### config.mk
export PLATFORM = sky130hd
export DESIGN_NAME = positional_list_engine_core
export DESIGN_NICKNAME = d
export VERILOG_FILES = /design/src/ple_pkg.sv /design/src/positional_list_engine_core.sv
export SDC_FILE = /design/constraint.sdc
export NUM_CORES = 2
export LEC_CHECK = 0
export BUFFER_PORTS_ARGS = -buffer_cell sky130_fd_sc_hd__buf_2
export CAP_MARGIN = 20
export CORE_MARGIN = 1.5
export CORE_UTILIZATION = 38
export DETAILED_ROUTE_END_ITERATION = 12
export PLACE_DENSITY_LB_ADDON = 0.12
export SLEW_MARGIN = 20
export SYNTH_ARGS = -nofsm -noshare
export SYNTH_HDL_FRONTEND = slang
export SYNTH_SLANG_ARGS = --single-unit
export TNS_END_PERCENT = 100
### constraint.sdc
create_clock -name clk -period 14.5 [get_ports clk]
set_input_delay 2.175 -clock clk [delete_from_list [all_inputs] [get_ports clk]]
set_output_delay 2.175 -clock clk [all_outputs]
set_load 0.01 [all_outputs]
### src/ple_pkg.sv
// Shared constants and codes for the positional list engine.
package ple_pkg;

  localparam int CAPACITY = 64;
  localparam int ADDR_W   = (CAPACITY > 1) ? $clog2(CAPACITY) : 1;
  localparam int CNT_W    = $clog2(CAPACITY + 1);
  localparam int POS_W    = 7;
  localparam int ACT_W    = 3;
  localparam int STAT_W   = 2;
  localparam int DATA_W   = 32;
  localparam int CMP_W    = (CNT_W > POS_W) ? CNT_W : POS_W;

  typedef enum logic [ACT_W-1:0] {
    ACT_INSERT    = 3'd0,
    ACT_REMOVE    = 3'd1,
    ACT_READ      = 3'd2,
    ACT_OVERWRITE = 3'd3,
    ACT_FIND      = 3'd4,
    ACT_CLEAR     = 3'd5
  } action_t;

  typedef enum logic [STAT_W-1:0] {
    ST_OK    = 2'd0,
    ST_RANGE = 2'd1,
    ST_FULL  = 2'd2
  } status_t;

  localparam logic signed [POS_W-1:0] NOT_FOUND = '1;

endpackage

### src/positional_list_engine_core.sv
// Positional list engine: an ordered list of signed words kept in one memory.
//
// The list lives in a single-port-per-direction synchronous memory of CAPACITY
// words (one write and one read per cycle, read data registered) plus an
// element count. Each request transaction does one action: insert at a
// position (later elements move up), remove at a position (later elements
// move down, the removed word is returned), read, overwrite (the old word is
// returned), find the first position holding a value, or clear. Every result
// reports the new length and whether the list is empty. The memory walk moves
// one element per cycle: insert and remove walk the elements from the position
// to the end of the list, and find walks from the start until a hit or the end.
// A new request is taken only once the previous one has finished its walk and
// its result is in the output register, where it may still be waiting; a
// further result is held back until that one is taken. Bad positions report a
// range status and a full list rejects inserts; neither changes the list.
// Clear only zeroes the count, so no clearing pass is needed after reset.
module positional_list_engine_core (
  input  logic                                    clk,
  input  logic                                    rst,
  input  logic                                    in_valid,
  output logic                                    in_ready,
  input  logic        [ple_pkg::ACT_W-1:0]        action,
  input  logic        [ple_pkg::POS_W-1:0]        position,
  input  logic signed [ple_pkg::DATA_W-1:0]       value,
  output logic                                    out_valid,
  input  logic                                    out_ready,
  output logic        [ple_pkg::STAT_W-1:0]       status,
  output logic signed [ple_pkg::DATA_W-1:0]       data_out,
  output logic signed [ple_pkg::POS_W-1:0]        found_at,
  output logic        [ple_pkg::POS_W-1:0]        length,
  output logic                                    is_empty
);
  import ple_pkg::*;

  typedef enum logic [2:0] {
    S_IDLE,
    S_INS,
    S_REM_HEAD,
    S_REM_SHIFT,
    S_RD,
    S_OVW,
    S_FIND,
    S_RESP
  } state_t;

  state_t                     state;
  logic [CNT_W-1:0]           count;
  logic [CMP_W-1:0]           pos_r;
  logic [CMP_W-1:0]           idx;
  logic signed [DATA_W-1:0]   val_r;
  logic                       pend;
  logic [ADDR_W-1:0]          pend_addr;
  logic [STAT_W-1:0]          res_status;
  logic signed [DATA_W-1:0]   res_data;
  logic signed [POS_W-1:0]    res_found;

  // Element memory with a registered read port.
  logic [DATA_W-1:0]          mem [CAPACITY];
  logic [DATA_W-1:0]          rd_data;
  logic                       mem_we;
  logic                       mem_re;
  logic [ADDR_W-1:0]          mem_wa;
  logic [ADDR_W-1:0]          mem_ra;
  logic [DATA_W-1:0]          mem_wd;

  logic                       accept;
  logic [CMP_W-1:0]           cnt_x;
  logic [CMP_W-1:0]           pos_x;
  logic [CMP_W-1:0]           idx_dec;
  logic [CMP_W-1:0]           idx_inc;
  logic                       ins_more;
  logic                       rem_more;
  logic                       find_more;

  assign in_ready  = (state == S_IDLE);
  assign accept    = in_valid && in_ready;
  assign cnt_x     = CMP_W'(count);
  assign pos_x     = CMP_W'(position);
  assign idx_dec   = idx - CMP_W'(1);
  assign idx_inc   = idx + CMP_W'(1);
  // Insert still has elements to move up while the destination is above the
  // insert position; remove while the source is below the old length.
  assign ins_more  = (idx > pos_r);
  assign rem_more  = (idx < cnt_x);
  assign find_more = (idx_inc < cnt_x);

  // Memory port control, decoded from the sequencer state.
  always_comb begin
    mem_we = 1'b0;
    mem_re = 1'b0;
    mem_wa = pend_addr;
    mem_ra = pos_x[ADDR_W-1:0];
    mem_wd = rd_data;
    case (state)
      S_IDLE: begin
        if (accept) begin
          case (action)
            ACT_REMOVE, ACT_READ, ACT_OVERWRITE: begin
              mem_re = (pos_x < cnt_x);
              mem_ra = pos_x[ADDR_W-1:0];
            end
            ACT_FIND: begin
              mem_re = (count != '0);
              mem_ra = '0;
            end
            default: begin
              mem_re = 1'b0;
            end
          endcase
        end
      end
      S_INS: begin
        mem_re = ins_more;
        mem_ra = idx_dec[ADDR_W-1:0];
        if (pend) begin
          mem_we = 1'b1;
          mem_wa = pend_addr;
          mem_wd = rd_data;
        end else if (!ins_more) begin
          mem_we = 1'b1;
          mem_wa = pos_r[ADDR_W-1:0];
          mem_wd = val_r;
        end
      end
      S_REM_SHIFT: begin
        mem_re = rem_more;
        mem_ra = idx[ADDR_W-1:0];
        mem_we = pend;
        mem_wa = pend_addr;
        mem_wd = rd_data;
      end
      S_OVW: begin
        mem_we = 1'b1;
        mem_wa = pos_r[ADDR_W-1:0];
        mem_wd = val_r;
      end
      S_FIND: begin
        mem_re = (rd_data != val_r) && find_more;
        mem_ra = idx_inc[ADDR_W-1:0];
      end
      default: begin
        mem_we = 1'b0;
      end
    endcase
  end

  always_ff @(posedge clk) begin
    if (mem_we) begin
      mem[mem_wa] <= mem_wd;
    end
    if (mem_re) begin
      rd_data <= mem[mem_ra];
    end
  end

  // Sequencer and output register.
  always_ff @(posedge clk) begin
    if (rst) begin
      state     <= S_IDLE;
      count     <= '0;
      pend      <= 1'b0;
      out_valid <= 1'b0;
    end else begin
      if (out_valid && out_ready) begin
        out_valid <= 1'b0;
      end
      case (state)
        S_IDLE: begin
          if (accept) begin
            pos_r      <= pos_x;
            val_r      <= value;
            pend       <= 1'b0;
            res_status <= ST_OK;
            res_data   <= '0;
            res_found  <= NOT_FOUND;
            state      <= S_RESP;
            case (action)
              ACT_INSERT: begin
                if (pos_x > cnt_x) begin
                  res_status <= ST_RANGE;
                end else if (count == CNT_W'(CAPACITY)) begin
                  res_status <= ST_FULL;
                end else begin
                  idx   <= cnt_x;
                  state <= S_INS;
                end
              end
              ACT_REMOVE, ACT_READ, ACT_OVERWRITE: begin
                if (pos_x >= cnt_x) begin
                  res_status <= ST_RANGE;
                end else if (action == ACT_REMOVE) begin
                  state <= S_REM_HEAD;
                end else if (action == ACT_READ) begin
                  state <= S_RD;
                end else begin
                  state <= S_OVW;
                end
              end
              ACT_FIND: begin
                idx <= '0;
                if (count != '0) begin
                  state <= S_FIND;
                end
              end
              ACT_CLEAR: begin
                count <= '0;
              end
              default: begin
                state <= S_RESP;
              end
            endcase
          end
        end
        S_INS: begin
          // Read idx-1 now, write it to idx on the next cycle.
          pend      <= ins_more;
          pend_addr <= idx[ADDR_W-1:0];
          if (ins_more) begin
            idx <= idx_dec;
          end
          if (!pend && !ins_more) begin
            count <= count + CNT_W'(1);
            state <= S_RESP;
          end
        end
        S_REM_HEAD: begin
          res_data <= rd_data;
          idx      <= pos_r + CMP_W'(1);
          pend     <= 1'b0;
          state    <= S_REM_SHIFT;
        end
        S_REM_SHIFT: begin
          // Read idx now, write it to idx-1 on the next cycle.
          pend      <= rem_more;
          pend_addr <= idx_dec[ADDR_W-1:0];
          if (rem_more) begin
            idx <= idx_inc;
          end
          if (!pend && !rem_more) begin
            count <= count - CNT_W'(1);
            state <= S_RESP;
          end
        end
        S_RD: begin
          res_data <= rd_data;
          state    <= S_RESP;
        end
        S_OVW: begin
          res_data <= rd_data;
          state    <= S_RESP;
        end
        S_FIND: begin
          if (rd_data == val_r) begin
            res_found <= idx[POS_W-1:0];
            state     <= S_RESP;
          end else if (find_more) begin
            idx <= idx_inc;
          end else begin
            state <= S_RESP;
          end
        end
        S_RESP: begin
          if (!out_valid || out_ready) begin
            out_valid <= 1'b1;
            status    <= res_status;
            data_out  <= res_data;
            found_at  <= res_found;
            length    <= cnt_x[POS_W-1:0];
            is_empty  <= (count == '0);
            state     <= S_IDLE;
          end
        end
        default: begin
          state <= S_IDLE;
        end
      endcase
    end
  end

  a_count_bound: assert property (@(posedge clk) disable iff (rst)
    count <= CNT_W'(CAPACITY))
    else $error("element count exceeds capacity");

  a_write_busy: assert property (@(posedge clk) disable iff (rst)
    mem_we |-> (state != S_IDLE))
    else $error("memory written while idle");

  a_no_rw_clash: assert property (@(posedge clk) disable iff (rst)
    (mem_we && mem_re) |-> (mem_wa != mem_ra))
    else $error("memory read and written at the same entry");

  a_ins_above: assert property (@(posedge clk) disable iff (rst)
    (state == S_INS && pend) |-> (CMP_W'(pend_addr) > pos_r))
    else $error("insert shift writes at or below the insert position");

  a_clear: assert property (@(posedge clk) disable iff (rst)
    (accept && action == ACT_CLEAR) |=> (count == '0))
    else $error("clear did not empty the list");

endmodule

==> summary.md <==
| Metric | Value |
|---|---|
| DR iter-0 viols | `6811` |
| Max Slew Vio Count | `0` |
| Tmin final | `6.825 ns` |
| Die Span Y | `486.9 µm` |
| Core Area | `232800 µm²` |
| Area share of the largest cell type after synthesis | `74.97%` |
| Worst EP arrival | `7.40 ns` |
| Ys async rst share | `0%` |
| Most used DFF post-synth | `edfxtp_1` |
| Syn_nets | `5452` |
| Unrepaired setup endpoints after global routing | `no` |
| Clk slew on worst S/H paths | `0.06 ns` |
| CP Max Fanout | `54` |
| Post-Route Skew | `0.02940 ns` |
| Max cap viols | `0` |
| Wirelength per Cell | `34.16 µm` |
| Yosys reg bits | `2234` |
| Vias/cell | `5.859` |
| Initial core utilization | `38.24%` |
| CTS Buffer Depth | `3` |
| Largest net degree at the start of global routing | `118` |
| Setup TNS | `0 ns` |
| Synth warn | `0` |
| Sequential share of power | `38.0%` |
| DRC | `0` |
| Clk network pwr share | `24.6%` |
| Number of gates resized after CTS | `0` |
| # hold bufs at CTS | `0` |
| Antenna violations before repair | `15` |
| H-tree Lvls | `4` |
| First-pass GRT wire length | `417300 µm` |
| Die area | `237100 µm²` |
| Slew margin rel. | `25.74%` |
| Clk sinks | `2234` |
| Routed via count | `52.21k` |
| GRT overflow | `0` |
| Area growth, synth to finish | `13.60%` |
| Design area | `101100 µm²` |
| Leakage | `33.20 nW` |
| Outcome | `complete, no violations` |
| Final setup fails | `0` |
| Post-DP HPWL | `164400 µm` |
| Psw | `0.009150 W` |
| 1st-pass router iterations | `6` |
| Die W | `486.9 µm` |
| Switching part of the total | `38.79%` |
| Fmax | `146.5 MHz` |
| Post-synth EDFFs | `2222` |
| Global Route Usage Sum | `25.40%` |
| Final WL | `304400 µm` |
| Worst Max-Slew Pin Slew | `1.114 ns` |
| Unique masters post-synth | `89` |
| Synthesized area | `89000 µm²` |
| Setup CP Type | `in2reg` |
| CP Launch Type | `input port` |
| Finished Core Util | `43.44%` |
| Tcrit/Tclk final | `47.07%` |
| Setup Buffers After CTS | `0` |
| Placed cell areas | `93760 µm²` |
| Critical Path Sink Type | `register` |
| Register area share after synthesis | `75.24%` |
| Synthesized instance count | `5371` |
| Worst hold path class | `reg2reg` |
| Worst-skew pair later-pin latency | `0.89 ns` |
| Vias in the first global route | `49.59k` |
| IO Port Bufs | `96` |
| Hold Vio Cnt, Final | `0` |
| Dominant cells by area after synthesis | `edfxtp_1 (75%), mux4_2 (4.8%), nand2_1 (3.6%)` |
| Ports | `97` |
| Gate power share | `37.4%` |
| Max IR drop VDD | `0.2293 mV` |
| Cell-internal power | `0.01444 W` |
| Share of cells above drive strength 1 | `17.19%` |
| Post-synthesis average cell area | `16.57 µm²` |
| CTS tree | `yes` |
| Root Buffer | `clkbuf_16` |
| Yosys top cell by area | `edfxtp_1` |
| TritonCTS Buffers | `232` |
| Rows | `177` |
| Pwr/cell area | `233.3 nW/µm²` |
| Nets@finish | `5659` |
| Post-route ant nets | `0` |
| Data required, critical path | `15.08 ns` |
| Power Total | `0.02359 W` |
| GPL Wtd Cong | `0.8394` |
## area by class of cell
type                    count  area [µm²]
clock buffers             287        6055
fillers                 20570      131700
multi-input cells        2791       20690
inverters                  25       93.84
repair buffers            294        2112
well taps                3132        3919
clock inverters           147        1269
flip-flops and latches   2234       66960
diodes                      1       2.502
## path summary, 6_finish.rpt
| path | endpoint | cells past startpoint | slack, ns | from |
|---|---|---|---|---|
| worst max register to register | rd_data[5] | 13 | 8.09 | idx[0] |
| worst min-delay path | data_out[22] | 0 | 0.42 | res_data[22] |
| worst max-delay path | rd_data[2] | 10 | 7.68 | action[1] |
| worst min register to register | data_out[22] | 0 | 0.42 | res_data[22] |
## stage by stage
| step | worst slack (ns) | instances | hold slack [ns] |
|---|---|---|---|
| 2_1_floorplan | 8.160 | 5371 | 0.4003 |
| 3_3_place_gp | 6.958 | 8474 | 0.4027 |
| 3_5_place_dp | 6.871 | 8476 | 0.4056 |
| 4_1_cts | 7.818 | 8910 | 0.4179 |
| 5_1_grt | 7.636 | 8911 | 0.4181 |
| 6_report | 7.675 | 8911 | 0.4156 |
## cell families (layout without fill, tap and decap cells)
logic type / count (synthesis) / count (layout) / synth area share (%)
adders and majority gates: 35 / 35 / 0.5005
other: 0 / 1 / 0
AOI/OAI and AO/OA: 580 / 580 / 4.895
xor gates and xnor gates: 58 / 58 / 0.5708
buffers and inverters: 346 / 753 / 2.144
and+or+nand+nor: 1606 / 1606 / 8.088
DFF: 2234 / 2234 / 75.24
muxes: 512 / 512 / 8.559
## synthesized netlist by cell type, drive strengths merged (66+ instances only)
library cell  instances
a21oi                90
a32oi               102
buf                 189
clkbuf              132
edfxtp             2222
mux2                 66
mux2i               254
mux4                192
nand2               857
nand3               281
nand4                67
nor2                126
nor3                104
## registers in the layout, summed over array words and instances, names as in the netlist, 32 cells and up
signal    flops
rd_data      32
mem        2048
val_r        32
res_data     32
data_out     32
## power groups by stage
stage	clock (W)	combinational [W]	sequential (W)
floorplan	0	0.00544	0.00885
global placement	0	0.00869	0.00908
detailed placement	0	0.00877	0.00908
CTS	0.00590	0.00879	0.00894
global route	0.00615	0.00930	0.00896
finish	0.00581	0.00883	0.00895
## metal layers
| metal | global-route usage [%] | wire length [µm] | part of all wire (%) | vias to the layer above |
|---|---|---|---|---|
| met4 | 7.333 | 8484 | 2.8 | 0 |
| li1 | - | - | - | 21560 |
| met5 | 0 | 0 | 0 | - |
| met3 | 3.786 | 23600 | 7.8 | 394 |
| met2 | 38.97 | 138700 | 46 | 2320 |
| met1 | 37.47 | 133600 | 44 | 27940 |
## cells in the final DEF (no fill, tap or decap), types with 36 or more instances in the layout
cell type / n
a21oi_1: 88
a31oi_1: 60
nand3_1: 281
buf_2: 96
clkbuf_1: 53
edfxtp_1: 2222
mux2i_1: 250
a32oi_1: 102
buf_4: 185
xor2_1: 38
clkbuf_16: 234
nor3_2: 58
nor3_1: 42
mux2_2: 63
nand2_1: 853
nor2b_1: 51
nor2_1: 113
o21ai_0: 36
mux4_2: 190
clkinv_1: 66
clkinv_2: 43
nand4_1: 67
## critical path: stages
cell and delay, ns:
buf_2 0.14, or4b_1 0.66, o2111ai_1 0.28, and4_4 0.69, buf_4 0.62, buf_4 0.76, buf_4 0.60, a32oi_1 0.11
a221oi_1 0.97, nand4_1 0.19
(Power assumes the default switching activity.)
